File: src/hdl/svg_pkg.sv
package svg_pkg;

   // Field and register widths.
   localparam int CountW   = 9;
   localparam int IdxW     = 9;
   localparam int MaxSeg   = 256;
   localparam int AngleW   = 16;
   localparam int QuotW    = 18;
   localparam int TrigW    = 31;
   localparam int RadiusW  = 16;
   localparam int PosW     = 17;
   localparam int NormW    = 16;
   localparam int TexW     = 16;
   localparam int ReqDataW = 24;
   localparam int RspDataW = 136;
   localparam int CsrAddrW = 3;
   localparam int CsrDataW = 16;

   // Register indexes on the configuration port.
   localparam logic [CsrAddrW-1:0] RegRadius       = 3'd0;
   localparam logic [CsrAddrW-1:0] RegSectorCount  = 3'd1;
   localparam logic [CsrAddrW-1:0] RegStackCount   = 3'd2;
   localparam logic [CsrAddrW-1:0] RegNormalEnable = 3'd3;
   localparam logic [CsrAddrW-1:0] RegUvEnable     = 3'd4;

   // One in Q30 and the sin(pi z / 2) Taylor coefficients in Q30.
   localparam logic [TrigW-1:0] Q30One = 31'h4000_0000;
   localparam logic [TrigW-1:0] CoefC1 = 31'd1686629713;
   localparam logic [TrigW-1:0] CoefC3 = 31'd693598668;
   localparam logic [TrigW-1:0] CoefC5 = 31'd85569306;
   localparam logic [TrigW-1:0] CoefC7 = 31'd5026995;
   localparam logic [TrigW-1:0] CoefC9 = 31'd172272;

   // Side data that rides along the trig pipeline.
   typedef struct packed {
      logic [TexW-1:0] tex_s;
      logic [TexW-1:0] tex_t;
      logic [1:0]      quad_e;
      logic [1:0]      quad_a;
   } side_type;

   // A count of zero acts as one, a count above the maximum is capped.
   function automatic logic [CountW-1:0] eff_count(logic [CountW-1:0] c);
      if (c == '0) begin
         return CountW'(1);
      end
      if (c > CountW'(MaxSeg)) begin
         return CountW'(MaxSeg);
      end
      return c;
   endfunction

   // One restoring division step: returns {quotient bit, new remainder}.
   function automatic logic [CountW:0] div_step(logic [CountW-1:0] r,
                                                logic [CountW-1:0] den);
      logic [CountW:0] r2;
      r2 = {r, 1'b0};
      if (r2 >= {1'b0, den}) begin
         return {1'b1, CountW'(r2 - {1'b0, den})};
      end
      return {1'b0, r2[CountW-1:0]};
   endfunction

   // Product of two Q30 values, truncated back to Q30.
   function automatic logic [TrigW-1:0] mul_q30(logic [TrigW-1:0] a, logic [TrigW-1:0] b);
      logic [2*TrigW-1:0] p;
      p = a * b;
      return p[60:30];
   endfunction

   // Product of two Q30 values, rounded half up back to Q30.
   function automatic logic [TrigW-1:0] rmul_q30(logic [TrigW-1:0] a, logic [TrigW-1:0] b);
      logic [2*TrigW-1:0] p;
      p = a * b + 62'(1 << 29);
      return p[60:30];
   endfunction

endpackage

File: src/hdl/svg_div.sv
// Fractional divider: quot = floor(num * 2^17 / den) for num <= den.
// Three register stages of six quotient bits each.
module svg_div
   import svg_pkg::*;
(
   input  logic              clock,
   input  logic              en,
   input  logic [IdxW-1:0]   num,
   input  logic [CountW-1:0] den,
   output logic [QuotW-1:0]  quot
);

   logic [5:0]        qa_in, qa_ff;
   logic [CountW-1:0] ra_in, ra_ff;
   logic [11:0]       qb_in, qb_ff;
   logic [CountW-1:0] rb_in, rb_ff;
   logic [17:0]       qc_in, qc_ff;

   // First stage: integer bit and five fraction bits.
   always_comb begin
      logic [CountW:0]   step;
      logic [CountW-1:0] r;
      qa_in[5] = (num == den);
      r = (num == den) ? '0 : num;
      for (int i = 4; i >= 0; i--) begin
         step = div_step(r, den);
         qa_in[i] = step[CountW];
         r = step[CountW-1:0];
      end
      ra_in = r;
   end

   // Second stage: six more fraction bits.
   always_comb begin
      logic [CountW:0]   step;
      logic [CountW-1:0] r;
      r = ra_ff;
      qb_in[11:6] = qa_ff;
      for (int i = 5; i >= 0; i--) begin
         step = div_step(r, den);
         qb_in[i] = step[CountW];
         r = step[CountW-1:0];
      end
      rb_in = r;
   end

   // Third stage: the last six fraction bits.
   always_comb begin
      logic [CountW:0]   step;
      logic [CountW-1:0] r;
      r = rb_ff;
      qc_in[17:6] = qb_ff;
      for (int i = 5; i >= 0; i--) begin
         step = div_step(r, den);
         qc_in[i] = step[CountW];
         r = step[CountW-1:0];
      end
   end

   always_ff @(posedge clock) begin
      if (en) begin
         qa_ff <= qa_in;
         ra_ff <= ra_in;
         qb_ff <= qb_in;
         rb_ff <= rb_in;
         qc_ff <= qc_in;
      end
   end

   assign quot = qc_ff;

endmodule

File: config.mk
export PLATFORM = sky130hd
export DESIGN_NAME = svg_div
export DESIGN_NICKNAME = d
export VERILOG_FILES = /design/src/hdl/svg_pkg.sv /design/src/hdl/svg_div.sv
export SDC_FILE = /design/constraint.sdc
export NUM_CORES = 1
export LEC_CHECK = 0
export CORE_MARGIN = 2
export CORE_UTILIZATION = 50
export DETAILED_ROUTE_END_ITERATION = 6
export DONT_BUFFER_PORTS = 1
export HOLD_SLACK_MARGIN = 0.15
export PLACE_DENSITY_LB_ADDON = 0.2
export RECOVER_POWER = 50
export SYNTH_ARGS = -nofsm -noshare
export SYNTH_HDL_FRONTEND = slang
export SYNTH_SLANG_ARGS = --single-unit
File: constraint.sdc
create_clock -name clock -period 19.7 [get_ports clock]
set_input_delay 2.955 -clock clock [delete_from_list [all_inputs] [get_ports clock]]
set_output_delay 2.955 -clock clock [all_outputs]
set_load 0.005 [all_outputs]
[Word level (Yosys, flattened, before mapping)]
Cells that the tools add are included.
W data, S select, Z words.
Word-level totals
  bits in registers: 54
  input port bits: 20
  output and inout bits: 18
  word-level logic and storage cells: 110
Operators by class
  $add $sub $neg: 17
  $lt $le $gt $ge: 17
  eq/ne operators: 1
  muxes and demuxes: 51
Operator list (number)
  $ge A10 B9 Y1: 17
  $mux W10: 17
  $mux W9: 17
  $sub A9 B9 Y9: 17
  $mux W1: 17
  $eq A9 B9 Y1: 1

[Logic depth before layout (Yosys ltp)]
Gate-level depths: netlist of run 1.
  depth in word-level cells: 18
  mapped depth: 62
  mapped depth without buffers: 55

[Least setup slack after synthesis of run 1]
Ideal clock, no wire load.
  path kind: input to register
  from: in den[0]
  to: reg rb_ff[2], data pin
  library setup time: 280 ps
  arrival: 15501 ps
  data required time: 19420 ps
  slack: 3919 ps
  cell stages on the path: 58
  buffers on the path: 8
  cells stage by stage: buf_2 buf_2 inv_2 clkbuf_1 clkbuf_1 fa_1 o211ai_1 a211oi_1 a2111oi_4 buf_2 o21ai_0 ha_1 or3_1 a211oi_1 o31ai_1 and2_1 nor2_1 clkbuf_1 (+22 left out) o21bai_1 a221o_1 a221o_1 o31ai_4 inv_2 clkbuf_1 nand2_1 o21ai_0 ha_1 a21o_1 a21o_1 a21oi_1 o21ai_0 a211o_1 nor2_1 inv_1 mux2i_2 o221ai_1
On the way
  longest elaborated chain between the ends: 18
  elaborated cells between the ends (all ways): 30
  classes of those cells: 6 x add/sub; 6 x order compare; 18 x mux
RTL lines
  from (decl): line svg_div.sv:9  | input logic [CountW-1:0] den,
  $sub A9 B9 Y9 / $ge A10 B9 Y1 (equally long branches): line svg_pkg.sv:59, svg_pkg.sv:58
  $mux W10 / $mux W1 (equally long branches): line svg_pkg.sv:58  | if (r2 >= {1'b0, den}) begin
  $mux W9: line svg_pkg.sv:61  | return {1'b0, r2[CountW-1:0]};
  $sub A9 B9 Y9 / $ge A10 B9 Y1 (equally long branches): line svg_pkg.sv:59, svg_pkg.sv:58
  $mux W10 / $mux W1 (equally long branches): line svg_pkg.sv:58
  $mux W9: line svg_pkg.sv:61
  $sub A9 B9 Y9 / $ge A10 B9 Y1 (equally long branches): line svg_pkg.sv:59, svg_pkg.sv:58
  $mux W10 / $mux W1 (equally long branches): line svg_pkg.sv:58
  (+3 left out)
  $mux W9: line svg_pkg.sv:61
  $ge A10 B9 Y1 / $sub A9 B9 Y9 (equally long branches): line svg_pkg.sv:58, svg_pkg.sv:59
  $mux W1 / $mux W10 (equally long branches): line svg_pkg.sv:58
  $mux W9: line svg_pkg.sv:61
  $sub A9 B9 Y9 / $ge A10 B9 Y1 (equally long branches): line svg_pkg.sv:59, svg_pkg.sv:58
  $mux W10 / $mux W1 (equally long branches): line svg_pkg.sv:58
  $mux W9 *: line svg_pkg.sv:61
  via rb_in[2]: line svg_div.sv:16  | logic [CountW-1:0] rb_in, rb_ff;
  to (signal assigned): line svg_div.sv:65  | rb_ff <= rb_in;
  to (decl): line svg_div.sv:16
The timed path passes the listed nets; every way through them passes the cells marked *. The select of a mux whose other input is x is not followed.
A chain may end at the register's enable or synchronous reset.

[Worst setup path in the final report of run 1]
Ends and elaborated chain as after synthesis.

==> metrics.cfg, run 1 <==
[layout]
drive_gt1_share_pct = 9.72
nFillCells = 1718
num_antenna_cells = 0
syn_to_final_growth_pct = 4.68
mostFrequentLayoutCells = 138 x ha_1, 75 x nor2_1, 71 x a21oi_1
final_common_cell = ha_1
finish.net_count = 1240

[yosys]
synth-main-ff-cell = edfxtp_1
synth_area_mm2 = 0.00941
ys_types = 84
synth_warnings = 0
synth_edf_count = 54
syn_avg_cell_area_um2 = 8.68
syn_nets = 1245
ys_seq_area_share_pct = 17.2
ys_ff_latch = 54
synth_cells = 1084
synthArstFlopShare_pct = 0

[cts]
postCtsHoldBufs = 0
htreeDepth = 2
root_buffer = clkbuf_16
cts_setup_buffers = 0
cts_num_sinks = 54
cts_buffer_depth = 2
cts_buffers = 5
cts_resized = 0
cts_tree = done
path_clk_slew_ns = 0.08
insertion_delay_ns = 0.31

[drt]
avgRoutedWirePerCell_um = 17.8
wl_met3_um = 812
wl_met2_um = 10900
vias = 8033
dr.max_layer_used = met4
totalWireLength_um = 23400
viasPerCell = 6.11
route.detailed.drc = 0
ant_nets = 0
firstDrtPassIters = 5
drtIter0Drc = 430
wl_met1_um = 11400

[global_route]
grt_usage_pct = 23.8
grt_first_pass_wirelength_um = 38600
first_global_vias = 7721
grt_max_degree = 55
grt_remaining_overflow = 0
antenna_found_initial = 0

[critical_path]
crit_path_start_kind = input port
cpMaxStageDelayCell = a2111oi_4
required_ns = 19.73
cpMostUsedCell = ha_1
worstSetupEndpointType = flop
critPathKind = in2reg
max_stage_delay_ns = 0.70
critPathMaxFanout = 40
crit_arrival_ns = 16.29

[sta]
slew_headroom_pct = 44.8
grt_setup_unrepaired = false
setup_viol = 0
slew_viol_final = 0
finalCriticalPeriod_ns = 16.26
finalHoldViolations = 0
worstMarginPinSlew_ns = 0.827
fin_crit_sh_pct = 82.5
setup_tns_ns = 0
max_freq_mhz = 61.5
skew_ns = 0.00741

[floorplanning]
die_h_um = 141
initial_core_util_pct = 50.6
core_area_mm2 = 0.0186
floorplan.die_area_mm2 = 0.0199
ios = 38
die_w_um = 141
rows = 50

[run_status]
status = finished, final reports clean

[placed_design]
port_buffers = 0
gp_congestion = 0.890
hpwl_um = 17400

[run]
maxCapViolCount = 0

[min_path]
hold_class = reg2reg

[state kept, by name (all words and copies together) (netlist names)]
signal,count
qb_ff,12
ra_ff,9
quot,18
qa_ff,6
rb_ff,9
[through the flow]
step	std cells	cell area (µm²)	utilization [%]	setup slack [ns]	hold slack, ns
floorplan	1084	9410	-	3.92	0.400
global placement	1306	9670	52.1	3.42	0.401
detailed placement	1306	9670	52.1	3.24	0.405
CTS	1314	9850	53.0	3.50	0.423
global route	1314	9850	53.0	2.33	0.427
finish	1314	9850	53.0	3.44	0.422
[area by class of cell]
| cell class | instances | area, µm² | share of cell area, % |
|---|---|---|---|
| clock buffer | 5 | 125 | 1.27 |
| clock inverter | 3 | 48.8 | 0.496 |
| inverter | 55 | 206 | 2.10 |
| multi-input combinational | 952 | 7470 | 75.9 |
| sequential | 54 | 1620 | 16.5 |
| tap | 234 | 293 | 2.97 |
| timing repair buffer | 11 | 82.6 | 0.839 |
[critical path, delay by kind of cell]
family          cells  cell delay, ns
fa+ha+maj           6            2.25
compound gates     25            6.22
buf+inv             5            1.00
simple gates        8            1.93
mux                 5            1.90
[synth_stat cells (all sizes together) (3+ instances only)]
library cell / number / area share, %
a2111oi: 5 / 0.73
a211o: 5 / 0.47
a211oi: 12 / 1.1
a21boi: 4 / 0.32
a21o: 65 / 5.2
a21oi: 74 / 4.1
a221o: 10 / 1.1
a221oi: 6 / 0.69
a31oi: 9 / 0.60
and2: 20 / 1.3
and3: 8 / 0.53
and4: 11 / 1.0
buf: 15 / 0.84
clkbuf: 8 / 0.32
edfxtp: 54 / 17
fa: 3 / 0.64
ha: 138 / 18
inv: 55 / 2.2
mux2: 61 / 7.6
mux2i: 16 / 1.9
nand2: 68 / 2.7
nand2b: 7 / 0.47
nand3: 18 / 1.1
nand3b: 3 / 0.24
nand4: 11 / 0.73
nor2: 75 / 3.0
nor2b: 15 / 1.0
nor3: 24 / 1.3
o2111ai: 3 / 0.35
o211a: 3 / 0.32
o211ai: 6 / 0.48
o21a: 20 / 1.6
o21ai: 56 / 3.0
o21bai: 23 / 1.8
o221ai: 6 / 0.56
o2bb2ai: 4 / 0.37
o311ai: 3 / 0.28
o31a: 3 / 0.28
o31ai: 10 / 0.94
or2: 8 / 0.53
or3: 8 / 0.53
xnor2: 52 / 4.8
xor2: 48 / 4.5
[logic make-up (layout without fill, tap and decap cells)]
| group | after synthesis | after routing | synth area share (%) |
|---|---|---|---|
| adder cells (fa/ha/maj) | 141 | 141 | 19.0 |
| flip-flops | 54 | 54 | 17.2 |
| multiplexers | 77 | 77 | 9.50 |
| XOR/XNOR | 100 | 100 | 9.31 |
| buffers and inverters | 78 | 74 | 3.35 |
| AND/OR/NAND/NOR | 288 | 288 | 15.5 |
| AO/OA/AOI/OAI | 346 | 346 | 26.2 |
[worst paths after layout]
check / end / cells after the start / startpoint / slack, ns
worst max-delay path: rb_ff[2] / 49 / den[0] / 3.44
worst min-delay path: quot[9] / 0 / qb_ff[3] / 0.42
worst max register to register: rb_ff[2] / 49 / ra_ff[0] / 6.03
worst min register to register: quot[9] / 0 / qb_ff[3] / 0.42
[per-layer routing]
layer,vias to the layer above,track usage (%)
met3,27,2.92
met5,-,0
met2,144,40.3
met4,0,5.89
met1,3778,32.2
li1,4084,-
Power of run 1 is not shown: default switching activity piles up to over one toggle a cycle in this logic, so the estimate is an artifact.
==> run 2, diff against run 1 <==
- ABC_AREA: default -> 1
- clock period: 19.7 -> 13.6 ns (I/O delays scaled with it)
==> metrics.cfg, run 2 <==
[run_status]
status = finished, final reports clean

[critical_path]
crit_arrival_ns = 12.45
critPathMaxFanout = 14
crit_path_start_kind = input port
r2r_slack_ns = 3.22
r2r_end = rb_ff[4]
max_stage_delay_ns = 0.49
required_ns = 13.78
worstRegToRegCells = 62
cpMaxStageDelayCell = a211oi_4
worstSetupEndpointType = flop
critPathKind = in2reg
cpMostUsedCell = nand2_1
r2r_start = ra_ff[4]

[sta]
setup_tns_ns = 0
fin_crit_sh_pct = 90.2
max_freq_mhz = 81.5
skew_ns = 0.00658
finalHoldViolations = 0
slew_viol_final = 0
worstMarginPinSlew_ns = 0.581
grt_setup_unrepaired = false
setup_viol = 0
slew_headroom_pct = 61.1
finalCriticalPeriod_ns = 12.27

[global_route]
grt_first_pass_wirelength_um = 40600
grt_max_degree = 55
first_global_vias = 8213
grt_remaining_overflow = 0
antenna_found_initial = 1
grt_usage_pct = 25.3

[yosys]
synth_xor_area_share_pct = 10.6
synth_cells = 1382
synthSimpleGateAreaFrac_pct = 30.8
synth_warnings = 0
syn_avg_cell_area_um2 = 6.85
synthTopCellsByArea = ha_1 18%, edfxtp_1 17%, nand2_1 15%
synth_edf_count = 54
ys_types = 52
synthAdderAreaFrac_pct = 18.9
ys_ff_latch = 54
synth.top_cell.area_share_pct = 18.2
yosysMostFrequentCell = nand2_1
ys_seq_area_share_pct = 17.1
synthArstFlopShare_pct = 0
synth_area_mm2 = 0.00946
synthMuxAreaShare_pct = 0
synth-main-ff-cell = edfxtp_1
synth.largest_area_cell = ha_1
synth_compound_area_share_pct = 14.0
synth_top_family_by_area = simple AND/OR/NAND/NOR gates
synth_common_cells = 373 x nand2_1, 179 x inv_1, 138 x ha_1, 113 x nand3_1, 109 x a21oi_1
syn_nets = 1543

[floorplanning]
floorplan.die_area_mm2 = 0.0200
die_w_um = 142
core_area_mm2 = 0.0186
ios = 38
die_h_um = 142
rows = 50
initial_core_util_pct = 50.8

[drt]
ant_nets = 0
firstDrtPassIters = 5
drtIter0Drc = 472
totalWireLength_um = 25000
route.detailed.drc = 0
vias = 8908
viasPerCell = 5.49
avgRoutedWirePerCell_um = 15.4

[cts]
cts_tree = done
path_clk_slew_ns = 0.08
insertion_delay_ns = 0.32
cts_buffer_depth = 2
cts_buffers = 5
cts_setup_buffers = 0
htreeDepth = 2
root_buffer = clkbuf_16
cts_num_sinks = 54

[min_path]
holdPathStages = 0
worst_hold_startpoint = qb_ff[9]
hold_class = reg2reg
whs_endpoint = quot[15]

[layout]
largest_reg_flops = 18
drive_gt1_share_pct = 5.47
finish.net_count = 1549
syn_to_final_growth_pct = 5.13
final_common_cell = nand2_1
nFillCells = 1858
mostFrequentLayoutCells = 373 x nand2_1, 179 x inv_1, 138 x ha_1
num_antenna_cells = 0

[run]
maxCapViolCount = 0

[placed_design]
hpwl_um = 19700
port_buffers = 0
gp_congestion = 0.940

run 2: cell types whose count changed in the layout (fill, tap and decap cells not counted), sizes merged, moves of 17 or more:
cell   before  now
a21o       65    9
inv        56  184
nand3      18  125
nand4      11   28
mux2       61    0
a21oi      74  113
nand2      68  388
and2       20    2
xor2       48   66
run 2: per-stage QoR:
stage          worst slack, ns  util [%]  instance area, µm²  instances  hold slack [ns]
2_1_floorplan             2.03         -                9460       1382            0.400
3_3_place_gp             0.607      52.4                9770       1615            0.401
5_1_grt                  0.185      53.4                9950       1623            0.426
6_report                  1.33      53.4                9950       1623            0.422
4_1_cts                  0.761      53.2                9930       1623            0.423
3_5_place_dp             0.487      52.4                9770       1615            0.405
run 2: how the worst max path moves through the flow:
stage          startpoint       end  slack [ns]  cells past startpoint
2_1_floorplan      den[0]  rb_ff[2]        2.03                     68
5_1_grt            den[1]  ra_ff[3]        0.18                     62
3_5_place_dp       den[4]  ra_ff[6]        0.49                     61
6_report           den[4]  ra_ff[6]        1.33                     61
4_1_cts            den[4]  ra_ff[6]        0.76                     61
3_3_place_gp       den[4]  ra_ff[8]        0.61                     61
run 2: repair_timing:
item                                    CTS  global route
resized for setup                         0             4
hold buffers                              0             0
endpoints found under the setup margin    0            10
run 2: final cells by class:
| class | count | area, µm² | area share (%) |
|---|---|---|---|
| clock buffers | 5 | 125 | 1.26 |
| clock inverters | 3 | 28.8 | 0.289 |
| inverters | 184 | 691 | 6.94 |
| multi-input cells | 1125 | 7050 | 70.9 |
| flip-flops and latches | 54 | 1620 | 16.3 |
| well taps | 234 | 293 | 2.94 |
| repair buffers | 18 | 135 | 1.36 |
run 2: logic make-up (layout without fill, tap and decap cells):
group                    after synthesis  in the layout
flip-flops                            54             54
adder cells (fa/ha/maj)              141            141
buffers and inverters                203            210
AND/OR/NAND/NOR                      644            644
AO/OA/AOI/OAI                        225            225
XOR/XNOR                             115            115
run 2: critical path: cells and delay by family:
family	cells	cell delay (ns)
simple gates	33	4.57
compound gates	13	3.07
fa+ha+maj	5	1.67
buf+inv	10	1.06
run 2: per-layer routing:
layer	GRT usage [%]	vias to the layer above	share of wire (%)
met3	2.83	45	4.8
met1	34.3	4006	47
met5	0	-	0
met2	41.0	203	44
met4	10.6	0	4.0
li1	-	4654	-
Power of run 2 is left out for the same reason.
==> run 3, diff against run 2 <==
- ABC_AREA: 1 -> default
==> metrics.cfg, run 3 (synthesized netlist as in run 1, its figures left out) <==
[drt]
route.detailed.drc = 0
firstDrtPassIters = 5
viasPerCell = 6.12
avgRoutedWirePerCell_um = 18.7
ant_nets = 0
dr.max_layer_used = met4
wl_met3_um = 1100
totalWireLength_um = 26200
wl_met1_um = 11700
wl_met2_um = 12800
vias = 8540
drtIter0Drc = 644

[floorplanning]
rows = 50
die_h_um = 141
ios = 38
core_area_mm2 = 0.0186
die_w_um = 141
initial_core_util_pct = 50.6
floorplan.die_area_mm2 = 0.0199

[critical_path]
critPathTopFamily = compound AO/OA/AOI/OAI gates
crit_arrival_ns = 13.19
path_buf_inv = 5
cpMostUsedCell = ha_1
critPathKind = in2reg
critPathMaxFanout = 13
crit_path_start_kind = input port
required_ns = 13.65
r2r_slack_ns = 1.88
max_stage_delay_ns = 0.40
cpMaxStageDelayCell = o31ai_4
worstSetupEndpointType = flop

[global_route]
grt_remaining_overflow = 0
first_global_vias = 8104
grt_first_pass_wirelength_um = 40700
grt_max_degree = 55
grt_usage_pct = 25.3
antenna_found_initial = 0

[layout]
drive_gt1_share_pct = 21.0
finish.net_count = 1322
num_antenna_cells = 0
syn_to_final_growth_pct = 15.5
postLayoutCellArea_mm2 = 0.0109
largest_reg_flops = 18
nFillCells = 1628
final_common_cell = ha_1
mostFrequentLayoutCells = 128 x ha_1, 90 x buf_4, 70 x nor2_1

[sta]
fin_crit_sh_pct = 96.6
slew_viol_final = 0
skew_ns = 0.00694
worstMarginPinSlew_ns = 0.788
max_freq_mhz = 76.1
slew_headroom_pct = 46.6
setup_viol = 0
finalHoldViolations = 0
finalCriticalPeriod_ns = 13.13

[cts]
htreeDepth = 2
root_buffer = clkbuf_16
cts_num_sinks = 54
cts_tree = done
insertion_delay_ns = 0.31
cts_buffer_depth = 2
path_clk_slew_ns = 0.09
cts_buffers = 5

[run]
maxCapViolCount = 0

[placed_design]
gp_congestion = 0.922
port_buffers = 0
place_area_mm2 = 0.0101
hpwl_um = 19400

[run_status]
status = finished, final reports clean

[min_path]
hold_class = reg2reg

## run 3: area by class of cell
| class | count | area, µm² | area share [%] |
|---|---|---|---|
| multi-input cells | 952 | 7870 | 72.5 |
| flip-flops and latches | 54 | 1620 | 14.9 |
| repair buffers | 92 | 707 | 6.51 |
| well taps | 234 | 293 | 2.69 |
| inverters | 55 | 215 | 1.98 |
| clock buffers | 5 | 125 | 1.15 |
| clock inverters | 3 | 25.0 | 0.230 |
| repair inverters | 1 | 5.00 | 0.0461 |
## run 3: metrics by stage
stage                     hold slack (ns)  worst slack (ns)  utilization (%)  setup TNS, ns  cells
after global routing                0.428            -0.208             58.5          -1.69   1396
after global placement              0.403            -0.339             54.4         -0.339   1350
after CTS                           0.426           0.00172             55.3              0   1359
after detailed placement            0.405            -0.425             54.4          -1.83   1350
final                               0.426             0.465             58.5              0   1396
after floorplan                     0.400            0.0268                -              0   1084
## run 3: timing repair
action	4_1_cts	5_1_grt
setup endpoints to repair	1	20
setup buffers	1	36
hold buffers	0	0
pin swaps	2	30
gates resized for setup	3	67
cloned	0	1
## run 3: path summary, 6_finish.rpt
| kind | cells after the start | endpoint | start |
|---|---|---|---|
| worst max-delay path | 54 | rb_ff[4] | den[1] |
| worst min-delay path | 0 | quot[15] | qb_ff[9] |
| worst max register to register | 53 | rb_ff[4] | ra_ff[0] |
| worst min register to register | 0 | quot[15] | qb_ff[9] |
## run 3: metal layers
metal | GRT usage [%] | vias to the layer above
met4 | 7.21 | 0
met3 | 2.75 | 39
li1 | - | 4254
met5 | 0 | -
met2 | 44.7 | 218
met1 | 32.8 | 4029
Power of run 3 is left out for the same reason.
