[config.mk]
export PLATFORM = sky130hd
export DESIGN_NAME = svg_ofifo
export DESIGN_NICKNAME = d
export VERILOG_FILES = /design/src/hdl/svg_pkg.sv /design/src/hdl/svg_ofifo.sv
export SDC_FILE = /design/constraint.sdc
export NUM_CORES = 1
export LEC_CHECK = 0
export BUFFER_PORTS_ARGS = -buffer_cell sky130_fd_sc_hd__buf_2
export CORE_MARGIN = 3
export CORE_UTILIZATION = 56
export DETAILED_ROUTE_END_ITERATION = 12
export GPL_ROUTABILITY_DRIVEN = 0
export GPL_TIMING_DRIVEN = 0
export PLACE_DENSITY_LB_ADDON = 0.05
export SKIP_CTS_REPAIR_TIMING = 1
export SYNTH_ARGS = -nofsm -noshare
export SYNTH_HDL_FRONTEND = slang
export SYNTH_SLANG_ARGS = --single-unit
[constraint.sdc]
create_clock -name clock -period 20.1 [get_ports clock]
set_input_delay 0 -clock clock [delete_from_list [all_inputs] [get_ports clock]]
set_output_delay 0 -clock clock [all_outputs]
set_load 0.01 [all_outputs]
[src/hdl/svg_pkg.sv]
package svg_pkg;

   // Field and register widths.
   localparam int CountW   = 9;
   localparam int IdxW     = 9;
   localparam int MaxSeg   = 256;
   localparam int AngleW   = 16;
   localparam int QuotW    = 18;
   localparam int TrigW    = 31;
   localparam int RadiusW  = 16;
   localparam int PosW     = 17;
   localparam int NormW    = 16;
   localparam int TexW     = 16;
   localparam int ReqDataW = 24;
   localparam int RspDataW = 136;
   localparam int CsrAddrW = 3;
   localparam int CsrDataW = 16;

   // Register indexes on the configuration port.
   localparam logic [CsrAddrW-1:0] RegRadius       = 3'd0;
   localparam logic [CsrAddrW-1:0] RegSectorCount  = 3'd1;
   localparam logic [CsrAddrW-1:0] RegStackCount   = 3'd2;
   localparam logic [CsrAddrW-1:0] RegNormalEnable = 3'd3;
   localparam logic [CsrAddrW-1:0] RegUvEnable     = 3'd4;

   // One in Q30 and the sin(pi z / 2) Taylor coefficients in Q30.
   localparam logic [TrigW-1:0] Q30One = 31'h4000_0000;
   localparam logic [TrigW-1:0] CoefC1 = 31'd1686629713;
   localparam logic [TrigW-1:0] CoefC3 = 31'd693598668;
   localparam logic [TrigW-1:0] CoefC5 = 31'd85569306;
   localparam logic [TrigW-1:0] CoefC7 = 31'd5026995;
   localparam logic [TrigW-1:0] CoefC9 = 31'd172272;

   // Side data that rides along the trig pipeline.
   typedef struct packed {
      logic [TexW-1:0] tex_s;
      logic [TexW-1:0] tex_t;
      logic [1:0]      quad_e;
      logic [1:0]      quad_a;
   } side_type;

   // A count of zero acts as one, a count above the maximum is capped.
   function automatic logic [CountW-1:0] eff_count(logic [CountW-1:0] c);
      if (c == '0) begin
         return CountW'(1);
      end
      if (c > CountW'(MaxSeg)) begin
         return CountW'(MaxSeg);
      end
      return c;
   endfunction

   // One restoring division step: returns {quotient bit, new remainder}.
   function automatic logic [CountW:0] div_step(logic [CountW-1:0] r,
                                                logic [CountW-1:0] den);
      logic [CountW:0] r2;
      r2 = {r, 1'b0};
      if (r2 >= {1'b0, den}) begin
         return {1'b1, CountW'(r2 - {1'b0, den})};
      end
      return {1'b0, r2[CountW-1:0]};
   endfunction

   // Product of two Q30 values, truncated back to Q30.
   function automatic logic [TrigW-1:0] mul_q30(logic [TrigW-1:0] a, logic [TrigW-1:0] b);
      logic [2*TrigW-1:0] p;
      p = a * b;
      return p[60:30];
   endfunction

   // Product of two Q30 values, rounded half up back to Q30.
   function automatic logic [TrigW-1:0] rmul_q30(logic [TrigW-1:0] a, logic [TrigW-1:0] b);
      logic [2*TrigW-1:0] p;
      p = a * b + 62'(1 << 29);
      return p[60:30];
   endfunction

endpackage

[src/hdl/svg_ofifo.sv]
// Two-entry output queue that decouples the pipeline from the result channel.
module svg_ofifo
   import svg_pkg::*;
(
   input  logic                clock,
   input  logic                reset,
   input  logic                push,
   input  logic [RspDataW-1:0] push_data,
   input  logic                pop,
   output logic                out_valid,
   output logic [RspDataW-1:0] out_data,
   output logic [1:0]          level
);

   logic [RspDataW-1:0] mem_ff [2];
   logic                wr_ptr_ff, wr_ptr_in;
   logic                rd_ptr_ff, rd_ptr_in;
   logic [1:0]          cnt_ff, cnt_in;

   // Pointer and count updates.
   always_comb begin
      wr_ptr_in = push ? ~wr_ptr_ff : wr_ptr_ff;
      rd_ptr_in = pop ? ~rd_ptr_ff : rd_ptr_ff;
      cnt_in    = cnt_ff + 2'(push) - 2'(pop);
   end

   always_ff @(posedge clock) begin
      if (reset) begin
         wr_ptr_ff <= 1'b0;
         rd_ptr_ff <= 1'b0;
         cnt_ff    <= 2'd0;
      end else begin
         wr_ptr_ff <= wr_ptr_in;
         rd_ptr_ff <= rd_ptr_in;
         cnt_ff    <= cnt_in;
      end
   end

   always_ff @(posedge clock) begin
      if (push) begin
         mem_ff[wr_ptr_ff] <= push_data;
      end
   end

   assign out_valid = (cnt_ff != 2'd0);
   assign out_data  = mem_ff[rd_ptr_ff];
   assign level     = cnt_ff;

endmodule

[Yosys cells after proc, flatten, opt, wreduce, memory -nomap -nowiden]
Memories as Yosys holds them, arrays and structs flattened. A register that Yosys moved wholly into a read port is not among the register bits.
Index checks and enable logic that the tools add are counted.
Word-level totals
  bits in registers: 4
  output and inout port bits: 139
  RAM bits: 272
  memories kept: 1
  input port bits: 140
  logic and storage cells: 13
Memories
  mem_ff: words 2, bits a word 136, rd ports 1, clocked after memory_dff 1, write ports 1, line svg_ofifo.sv:15  | logic [RspDataW-1:0] mem_ff [2];
Operators by class
  mux-type cells: 4
  bitwise logic cells: 2
  $add $sub $neg: 2
  reductions and logical operators: 1
Operators by type and width (count)
  $mux 1: 4
  $add 2x1->2: 1
  $not 1->1: 2
  $reduce_bool 2->1: 1
  $sub 2x1->2: 1

[Depth between registers and ports, before layout]
Gate-level depths: netlist of the first run.
  depth in word-level cells: 3
  gate-level depth with buffers: 6
  gate-level depth less buffers: 6

[Worst setup path after synthesis of the first run]
Ideal clock, no wire load.
  kind: flip-flop to flip-flop
  start point: reg wr_ptr_ff
  end point: mem mem_ff[0][0], enable pin
  library setup time: 0.649 ns
  setup slack: 13.114 ns
  arrival time: 6.336 ns
  stages on the path, launching flop included: 2
  cells stage by stage: dfxtp_1 nor2b_1
RTL lines
  start: declaration: line svg_ofifo.sv:16  | logic wr_ptr_ff, wr_ptr_in;
  start signal: assignment: line svg_ofifo.sv:33  | wr_ptr_ff <= wr_ptr_in;
  end: declaration: line svg_ofifo.sv:15
No word-level cell before the write port.

[Worst setup path after layout of the first run]
  start point: reg wr_ptr_ff
  end point: mem mem_ff[0][109], enable pin
No word-level cell before the write port.

==> summary.md, run 1 <==
| Metric | Value |
|---|---|
| Max-cap viol count | `0` |
| Die area | `19,800 um2` |
| CTS Buffer Depth | `3` |
| Max H-tree Level | `1` |
| WHS Endpoint | `mem_ff[0][80]` |
| CP max stage cell | `nor2b_4` |
| R2R depth | `3` |
| Post-Synth Adder-Cell Area | `0.246%` |
| TritonCTS clock tree | `yes` |
| Peak VDD IR | `84.3 uV` |
| Most common cell in the netlist | `edfxtp_1` |
| HP Class | `in2reg` |
| Reg2reg start | `wr_ptr_ff` |
| Largest stage delay on the critical path | `660 ps` |
| Root Driver | `clkbuf_16` |
| Pleak | `5.57 nW` |
| Routed WL per cell | `19.4 um` |
| Total CTS buffers | `27` |
| Synth unique cells | `14` |
| Number of vias in the routed layout | `5,800` |
| Chip height | `141 um` |
| Total I/O pin count | `279` |
| Final Skew | `17.7 ps` |
| CP Cell Sequence | `nor2b_4 -> buf_12 -> buf_12` |
| Yosys top cell by area | `edfxtp_1` |
| Final period utilization | `9.55%` |
| Mapped cell area | `10,200 um2` |
| Worst skew pair latency | `520 ps` |
| Gr ovfl total | `0` |
| Final setup TNS | `0 ps` |
| Core Footprint | `17,500 um2` |
| Post-Synth XOR/XNOR Area | `0.394%` |
| Top cell type's share of synthesized area | `80.3%` |
| Via density | `5.09` |
| Met1 wire length | `7990 um` |
| FF-to-FF End | `mem_ff[0][109]` |
| Worst slew margin | `44.9%` |
| Async SR Flop Fraction | `0%` |
| Most frequent CP cell | `buf_12` |
| Met2 WL | `11,900 um` |
| Tmin final | `1920 ps` |
| Top Layer Used | `met4` |
| Min-Delay Startpoint | `push_data[80]` |
| Data required, critical path | `20,300 ps` |
| RSZ-0062 raised after global routing | `no` |
| Final WL | `22,100 um` |
| Port Buffers | `278` |
| R2R setup slack | `18,180 ps` |
| Post-synthesis mux area share | `16.5%` |
| Critical path class | `reg2reg` |
| Synth Area in Simple Gates | `0.394%` |
| WHS | `194 ps` |
| DR pass1 iterations | `4` |
| Die X | `141 um` |
| PnR worst setup slack | `18,180 ps` |
| Initial antenna violation count | `0` |
| # rows | `48` |
| Clock Pin Slew Worst Setup and Hold Paths | `60 ps` |
| Fmax achieved | `521 MHz` |
| Area contributors post-synth | `edfxtp_1 (80%), mux2_2 (11%), mux2_4 (5.9%)` |
| Dpl hpwl | `13,900 um` |
| Power Density | `94.9 nW/um2` |
| Final setup vio count | `0` |
| #FFs+latches synth | `277` |
| Share of cells above drive strength 1 | `52.2%` |
| Crit start category | `flip-flop` |
| Tot GR Track Use | `19.4%` |
| Net Count, Synth | `585` |
| Fin nets | `1,037` |
| Seq/Total Area, Yosys | `81.3%` |
| Worst slack at placement | `18,170 ps` |
| Final core occ | `81.4%` |
| CTS Sinks | `277` |
| Critical Path Fanout Max | `33` |
| YS warnings | `0` |
| Post-Syn Instances | `443` |
| DR iter-0 viols | `299` |
| Vias in the first global route | `5,620` |
| Most instantiated cells after synthesis | `edfxtp_1 (272), mux2_2 (96), mux2_4 (40)` |
| DR WL met3 | `1630 um` |
| Final hold viol count | `0` |
| Worst Setup End Kind | `flip-flop` |
| Largest family of logic cells by synthesized area | `multiplexers` |
| P&R area growth vs syn | `40.2%` |
| Arr. time, crit path | `2120 ps` |
| First-pass GRT wire length | `30,000 um` |
| Compound-gate portion of the synthesized area | `0%` |
| Predominant post-synthesis flop cell | `edfxtp_1` |
| Initial core utilization | `58.0%` |
| Largest net degree at the start of global routing | `64` |
| Syn Area/Cell | `23.0 um2` |
| Status | `completed` |
| Hold path cells | `2` |
| EDFF count, synth | `272` |
| Slew @ Worst Pin | `825 ps` |
| Routed Antenna Nets | `0` |
| Remaining DRCs | `0` |
| Max-slew violation count | `0` |
| PnR Total Power | `1.35 mW` |
per-stage QoR:
stage	instance area [um2]	cells
floorplan	10200	443
global placement	11800	946
detailed placement	12000	952
CTS	12900	999
global route	14300	1138
finish	14300	1139
metal layers:
metal  global-route usage, %  vias to the layer above
met3                    6.55                       37
met2                    35.4                      226
li1                        -                     2673
met5                       0                        -
met1                    21.4                     2864
met4                    6.02                        0
logic make-up after synthesis:
group | after synthesis
fa+ha+maj | 2
xor+xnor | 3
flops | 277
mux | 136
buf+inv | 17
simple gates | 8
worst max-delay path: cells and delay by family (launching register included):
kind,cells,cell delay [ps]
AND/OR/NAND/NOR,1,660
buffers and inverters,2,550
flip-flops,1,350
how the worst max path moves through the flow:
stage	start	endpoint	slack, ps
2_1_floorplan	wr_ptr_ff	mem_ff[0][0]	13110
3_3_place_gp	wr_ptr_ff	mem_ff[0][105]	10140
3_5_place_dp	wr_ptr_ff	mem_ff[1][105]	18170
4_1_cts	wr_ptr_ff	mem_ff[1][105]	18130
5_1_grt	wr_ptr_ff	mem_ff[0][109]	18060
6_report	wr_ptr_ff	mem_ff[0][109]	18180
sequential cells by signal, indices dropped and copies added (netlist names), named ones only:
signal	flops
mem_ff	272
rd_ptr_ff	1
wr_ptr_ff	1
level	2
power breakdown:
| group | switching [mW] | total [mW] | internal (mW) |
|---|---|---|---|
| clock | 0.197 | 0.491 | 0.294 |
| combinational | 0.0849 | 0.179 | 0.0940 |
| sequential | 0.00942 | 0.684 | 0.674 |
| total | 0.291 | 1.35 | 1.06 |
final cells by class:
type	instances	area (um2)
fillers	929	3270
plain buffers	15	113
clock buffers	33	728
inverters	2	7.51
flip-flops and latches	277	8270
multi-input cells	149	1800
well taps	225	282
repair buffers	423	2930
diodes	1	2.50
clock inverters	14	146
cell usage in the layout, fill, tap and decap left out, types with 2 or more instances in the layout:
master	count
buf_12	3
clkbuf_1	3
mux2_2	96
mux2_4	40
bufinv_16	3
inv_6	2
dlygate4sd3_1	139
xnor2_1	2
clkinv_1	5
buf_2	287
clkbuf_8	3
clkbuf_16	27
dfxtp_1	5
ha_1	2
inv_1	2
clkinv_2	4
buf_16	3
nor2_1	4
buf_6	6
edfxtp_1	272
Note: power is estimated with default switching activity, not from simulation.
==> run 2: changes to the inputs <==
CORE_UTILIZATION = 47   (was 56)
clock period = 1.7 ns   (was 20.1 ns; I/O delays follow)
==> run 2 against run 1 <==
Effect of this change:
- largest power group unchanged
- sequential share of layout area shrank 3.6 points
- via count grew 1.2%
- the run now ends with setup timing left
- register-to-register slack lost 18000 ps
- cell count grew 5.6%
- hold slack gained 2.6 ps
- wire length grew 3.6%
- power grew to 12 times the previous value
- design area grew 6.7%
- combinational power grew to 15 times the previous value
- die area grew 18%
- count of clock-buffer cells in the layout grew 5
==> summary.md, run 2 (synthesized netlist as in run 1, its figures left out) <==
| Metric | Value |
|---|---|
| Status | `finished, violations left` |
| Violated checks | `setup timing` |
| Fmax achieved | `555 MHz` |
| R2R setup slack | `120 ps (-18,060 ps)` |
| P&R area growth vs syn | `49.7%` |
| Max-slew violation count | `0 (unchanged)` |
| Register area | `8270 um2 (about the same)` |
| Largest stage delay on the critical path | `360 ps (-300 ps)` |
| Final hold viol count | `0 (unchanged)` |
| PnR worst setup slack | `-102 ps (-18,280 ps)` |
| Worst slack at placement | `-289 ps (-18,460 ps)` |
| Slew @ Worst Pin | `476 ps (-350 ps)` |
| Die X | `153 um (+8.8%)` |
| CP delay by family, top | `buffers and inverters` |
| CP max stage cell | `dfxtp_4` |
| Initial antenna violation count | `0 (unchanged)` |
| Max reg flops | `272 (unchanged)` |
| Remaining DRCs | `0 (unchanged)` |
| DR pass1 iterations | `4 (unchanged)` |
| Dpl hpwl | `13,700 um (-1.9%)` |
| Initial core utilization | `48.1% (-9.9 points)` |
| Root Driver | `clkbuf_16` |
| PnR Total Power | `16.3 mW (+1100%)` |
| Crit start category | `flip-flop` |
| Data required, critical path | `1700 ps (-18,600 ps)` |
| First-pass GRT wire length | `30,300 um (+0.87%)` |
| Share of cells above drive strength 1 | `52.3% (about the same)` |
| Clock Pin Slew Worst Setup and Hold Paths | `60 ps (about the same)` |
| Area of the multi-input gates | `1950 um2 (+8.8%)` |
| N_diodes | `0 (-1)` |
| WP depth | `5 (+2)` |
| Layout Cells excl Fill | `1,203 (+5.6%)` |
| Most flop-heavy register | `mem_ff` |
| Tot GR Track Use | `16.4% (-3.0 points)` |
| TritonCTS clock tree | `yes` |
| Worst skew pair latency | `520 ps (about the same)` |
| Final setup vio count | `110 (+110)` |
| Peak VDD IR | `745 uV (+780%)` |
| Max H-tree Level | `1 (unchanged)` |
| RSZ-0062 raised after global routing | `yes` |
| Final period utilization | `106%` |
| # rows | `53 (+10%)` |
| Design area | `15,200 um2 (+6.7%)` |
| Total I/O pin count | `279 (unchanged)` |
| Worst path bufs/invs | `4 (+2)` |
| Core Footprint | `21,200 um2 (+21%)` |
| Worst Setup End Kind | `output port` |
| Routed Antenna Nets | `0 (unchanged)` |
| HP Class | `in2reg` |
| Max-cap viol count | `0 (unchanged)` |
| Die area | `23,500 um2 (+18%)` |
| Chip height | `153 um (+8.8%)` |
| R2R depth | `2 (-1)` |
| CTS Buffer Depth | `3 (unchanged)` |
| Vias in the first global route | `5,566 (-0.96%)` |
| Gr ovfl total | `0 (unchanged)` |
| Most frequent CP cell | `clkbuf_16` |
| Largest net degree at the start of global routing | `62 (-3.1%)` |
| Final Skew | `14.1 ps (-3.60 ps)` |
| Placed Cells | `1,002 (+5.3%)` |
| Fin nets | `1,051 (+1.4%)` |
| Total CTS buffers | `28 (+3.7%)` |
| Port Buffers | `278 (unchanged)` |
| Number of vias in the routed layout | `5,870 (+1.2%)` |
| Pleak | `5.98 nW (+7.4%)` |
| Arr. time, crit path | `1800 ps (-320 ps)` |
| Final WL | `22,900 um (+3.6%)` |
| Routed WL per cell | `19.0 um (-1.9%)` |
| Final setup TNS | `-5900 ps (-5900 ps)` |
| Critical path class | `reg2out` |
| Tmin final | `1800 ps` |
| Worst slew margin | `68.3% (+23 points)` |
| Commonest non-fill, non-tap cells in the layout | `edfxtp_1 (272), buf_2 (206), dlygate4sd3_1 (140)` |
| Filler Cells Inserted | `1,332 (+43%)` |
| DR iter-0 viols | `307 (+2.7%)` |
| Power Density | `1070 nW/um2 (+1000%)` |
| CP Cell Sequence | `clkbuf_16 -> buf_8 -> clkbuf_16 -> mux2_4 -> buf_6` |
| Hold path cells | `2 (unchanged)` |
| Commonest non-fill, non-tap cell in the layout | `edfxtp_1` |
| Post-DP Area | `12,100 um2 (+0.47%)` |
| Via density | `4.88 (-4.2%)` |
| CTS Sinks | `277 (unchanged)` |
| Critical Path Fanout Max | `8 (-76%)` |
==> run 2: cell count changes in the layout (fill, tap and decap cells not counted), moves of 4 or more <==
cell / previous run / this run
clkbuf_1: 3 / 9
buf_12: 3 / 15
mux2_4: 40 / 80
mux2_2: 96 / 56
buf_6: 6 / 72
buf_2: 287 / 206
clkbuf_16: 27 / 35
buf_4: 0 / 4
==> run 2: final timing paths <==
| kind | from | endpoint |
|---|---|---|
| max | flip-flop | out_data[33] |
| min | push_data[76] | mem_ff[1][76] |
| max reg2reg | wr_ptr_ff | mem_ff[1][2] |
| min reg2reg | rd_ptr_ff | rd_ptr_ff |
==> run 2: routing by layer <==
layer	GRT usage (%)	routed length (um)
met5	0	0
met4	5.81	521
met3	6.00	1690
met2	27.1	11900
met1	20.1	8730
==> run 2: area by class of cell <==
type / instances / area share (%)
buffer: 15 / 1.69
clock inverter: 11 / 0.468
clock buffer: 38 / 4.99
timing repair buffer: 435 / 23.4
tap: 275 / 2.26
sequential: 277 / 54.3
multi-input combinational: 150 / 12.8
inverter: 2 / 0.0493
==> run 2: power breakdown <==
group,switching (mW),internal [mW],total (mW)
sequential,0.114,7.98,8.09
combinational,1.10,1.53,2.63
clock,2.33,3.25,5.58
total,3.55,12.8,16.3
==> run 2: per-stage QoR <==
step,hold WS [ps],util [%]
floorplan,65.0,-
global placement,187,56.3
detailed placement,191,57.0
CTS,-362,60.9
global route,186,72.0
finish,197,72.0
==> run 3: changes to the inputs <==
PLACE_DENSITY = 0.85   (was unset)
PLACE_DENSITY_LB_ADDON = unset   (was 0.05)
==> run 3 against run 2 <==
Effect of this change:
- the run still ends with setup timing left
- via count rose by 2.0%
- core utilization fell by 0.70 points
- combinational power fell by 4%
- maximum frequency fell by 0.25%
- wire length rose by 6.7%
- clock power rose by 9.1%
- sequential share of layout area rose by 0.54 points
- power rose by 2.5%
- die area did not move
- cell count rose by 0.67%
- setup slack got worse by 4.5 ps
- clock skew rose by 8.1 ps
- critical endpoint is now out_data[95]
- largest cell class unchanged
- largest power group unchanged
==> summary.md, run 3 (synthesized netlist as in run 1, its figures left out) <==
| Metric | Value |
|---|---|
| Critical path class | `reg2out` |
| PnR worst setup slack | `-107 ps (-4.49 ps)` |
| Slew @ Worst Pin | `793 ps (+317 ps)` |
| Max reg flops | `272 (unchanged)` |
| Initial core utilization | `48.1% (unchanged)` |
| Final setup vio count | `133 (+21%)` |
| Via density | `4.94 (+1.3%)` |
| Worst path bufs/invs | `4 (unchanged)` |
| Share of cells above drive strength 1 | `53.5% (+1.3 points)` |
| Final Skew | `22.3 ps (+8.14 ps)` |
| Most flop-heavy register | `mem_ff` |
| Tot GR Track Use | `15.9% (-0.52 points)` |
| Tmin final | `1810 ps (+4.49 ps)` |
| WHS Endpoint | `mem_ff[1][31]` |
| Fmax achieved | `553 MHz (-0.25%)` |
| Final period utilization | `106% (+0.26 points)` |
| HP Class | `in2reg` |
| Data required, critical path | `1700 ps (about the same)` |
| Commonest non-fill, non-tap cells in the layout | `edfxtp_1 (272), buf_2 (232), dlygate4sd3_1 (140)` |
| RSZ-0062 raised after global routing | `yes` |
| DR iter-0 viols | `282 (-8.1%)` |
| # rows | `53 (unchanged)` |
| Filler Cells Inserted | `1,244 (-6.6%)` |
| Peak VDD IR | `839 uV (+13%)` |
| Routed Antenna Nets | `0 (unchanged)` |
| Number of vias in the routed layout | `5,985 (+2.0%)` |
| Core Footprint | `21,200 um2 (unchanged)` |
| Port Buffers | `278 (unchanged)` |
| FF-to-FF End | `mem_ff[1][1]` |
| Max-cap viol count | `0 (unchanged)` |
| CTS Buffer Depth | `3 (unchanged)` |
| CP Cell Sequence | `buf_12 -> buf_16 -> clkbuf_16 -> mux2_4 -> buf_6` |
| Gr ovfl total | `0 (unchanged)` |
| Total I/O pin count | `279 (unchanged)` |
| Dpl hpwl | `13,400 um (-1.7%)` |
| Fin nets | `1,056 (+0.48%)` |
| R2R depth | `2 (unchanged)` |
| Min-Delay Startpoint | `push_data[31]` |
| Power Density | `1110 nW/um2 (+3.5%)` |
| Commonest non-fill, non-tap cell in the layout | `edfxtp_1` |
| Worst slew margin | `46.9% (-21 points)` |
| Final hold viol count | `0 (unchanged)` |
| Hold path cells | `2 (unchanged)` |
| Post-DP Area | `12,100 um2 (about the same)` |
| Status | `finished, violations left` |
| Reg2reg start | `wr_ptr_ff` |
| N_diodes | `0 (unchanged)` |
| Design area | `15,100 um2 (-0.98%)` |
| Largest net degree at the start of global routing | `64 (+3.2%)` |
| Routed WL per cell | `20.1 um (+6.0%)` |
| First-pass GRT wire length | `29,700 um (-2.0%)` |
| DR pass1 iterations | `4 (unchanged)` |
| Pleak | `5.87 nW (-1.8%)` |
| Arr. time, crit path | `1810 ps (about the same)` |
| Final WL | `24,400 um (+6.7%)` |
| Root Driver | `clkbuf_16` |
| R2R setup slack | `80 ps (-40 ps)` |
| Max-slew violation count | `0 (unchanged)` |
| CP delay by family, top | `buffers and inverters` |
| PnR Total Power | `16.7 mW (+2.5%)` |
| Max H-tree Level | `1 (unchanged)` |
| Clock Pin Slew Worst Setup and Hold Paths | `70 ps (about the same)` |
| CP max stage cell | `dfxtp_4` |
| Chip height | `153 um (unchanged)` |
| Die X | `153 um (unchanged)` |
| CTS Sinks | `277 (unchanged)` |
| P&R area growth vs syn | `48.2%` |
| Die area | `23,500 um2 (unchanged)` |
| Total CTS buffers | `28 (unchanged)` |
| Crit start category | `flip-flop` |
| Worst skew pair latency | `540 ps (+20 ps)` |
| Largest stage delay on the critical path | `370 ps (about the same)` |
| Vias in the first global route | `5,594 (+0.50%)` |
| Violated checks | `setup timing` |
| Initial antenna violation count | `0 (unchanged)` |
| Worst Setup End Kind | `output port` |
| Critical Path Fanout Max | `7 (-1)` |
| TritonCTS clock tree | `yes` |
| Remaining DRCs | `0 (unchanged)` |
[run 3: where the power goes]
group / leakage (nW) / total [mW] / internal, mW / switching, mW
Clock: 0.445 / 6.09 / 3.59 / 2.50
Combinational: 2.83 / 2.52 / 1.41 / 1.10
Sequential: 2.60 / 8.09 / 7.98 / 0.117
[run 3: metrics by stage]
stage | worst slack (ps) | instances | setup TNS [ps] | hold WS, ps | utilization (%)
floorplan | -1060 | 443 | -251800 | 65.0 | -
global placement | -2070 | 996 | -501220 | 187 | 56.3
detailed placement | -252 | 1002 | -12550 | 191 | 57.0
CTS | -257 | 1054 | -39660 | -383 | 61.4
global route | -159 | 1211 | -16290 | 181 | 71.3
finish | -107 | 1211 | -7750 | 181 | 71.3
[run 3: final cells by class]
| cell class | count | area, um2 | share of cell area, % |
|---|---|---|---|
| clock buffer | 38 | 800 | 5.30 |
| sequential | 277 | 8270 | 54.9 |
| multi-input combinational | 150 | 1830 | 12.1 |
| timing repair buffer | 440 | 3470 | 23.0 |
| tap | 275 | 344 | 2.28 |
| buffer | 15 | 229 | 1.52 |
| inverter | 2 | 7.51 | 0.0498 |
| clock inverter | 14 | 126 | 0.838 |
[run 3: worst max-delay path by stage]
stage / startpoint / end / slack [ps] / depth (start not counted)
4_1_cts: wr_ptr_ff / mem_ff[0][1] / -260 / 3
2_1_floorplan: wr_ptr_ff / mem_ff[0][0] / -1060 / 1
6_report: flip-flop / out_data[95] / -110 / 5
5_1_grt: flip-flop / out_data[124] / -160 / 5
3_5_place_dp: wr_ptr_ff / mem_ff[0][116] / -250 / 3
3_3_place_gp: wr_ptr_ff / mem_ff[0][119] / -2070 / 1
[run 3: layer usage]
layer  GRT usage (%)  share of wire, %  vias up
met1            18.1                35     2951
met3            4.81               5.9       70
li1                -                 -     2710
met2            28.2                56      254
met5               0                 0        -
met4            6.19               3.1        0
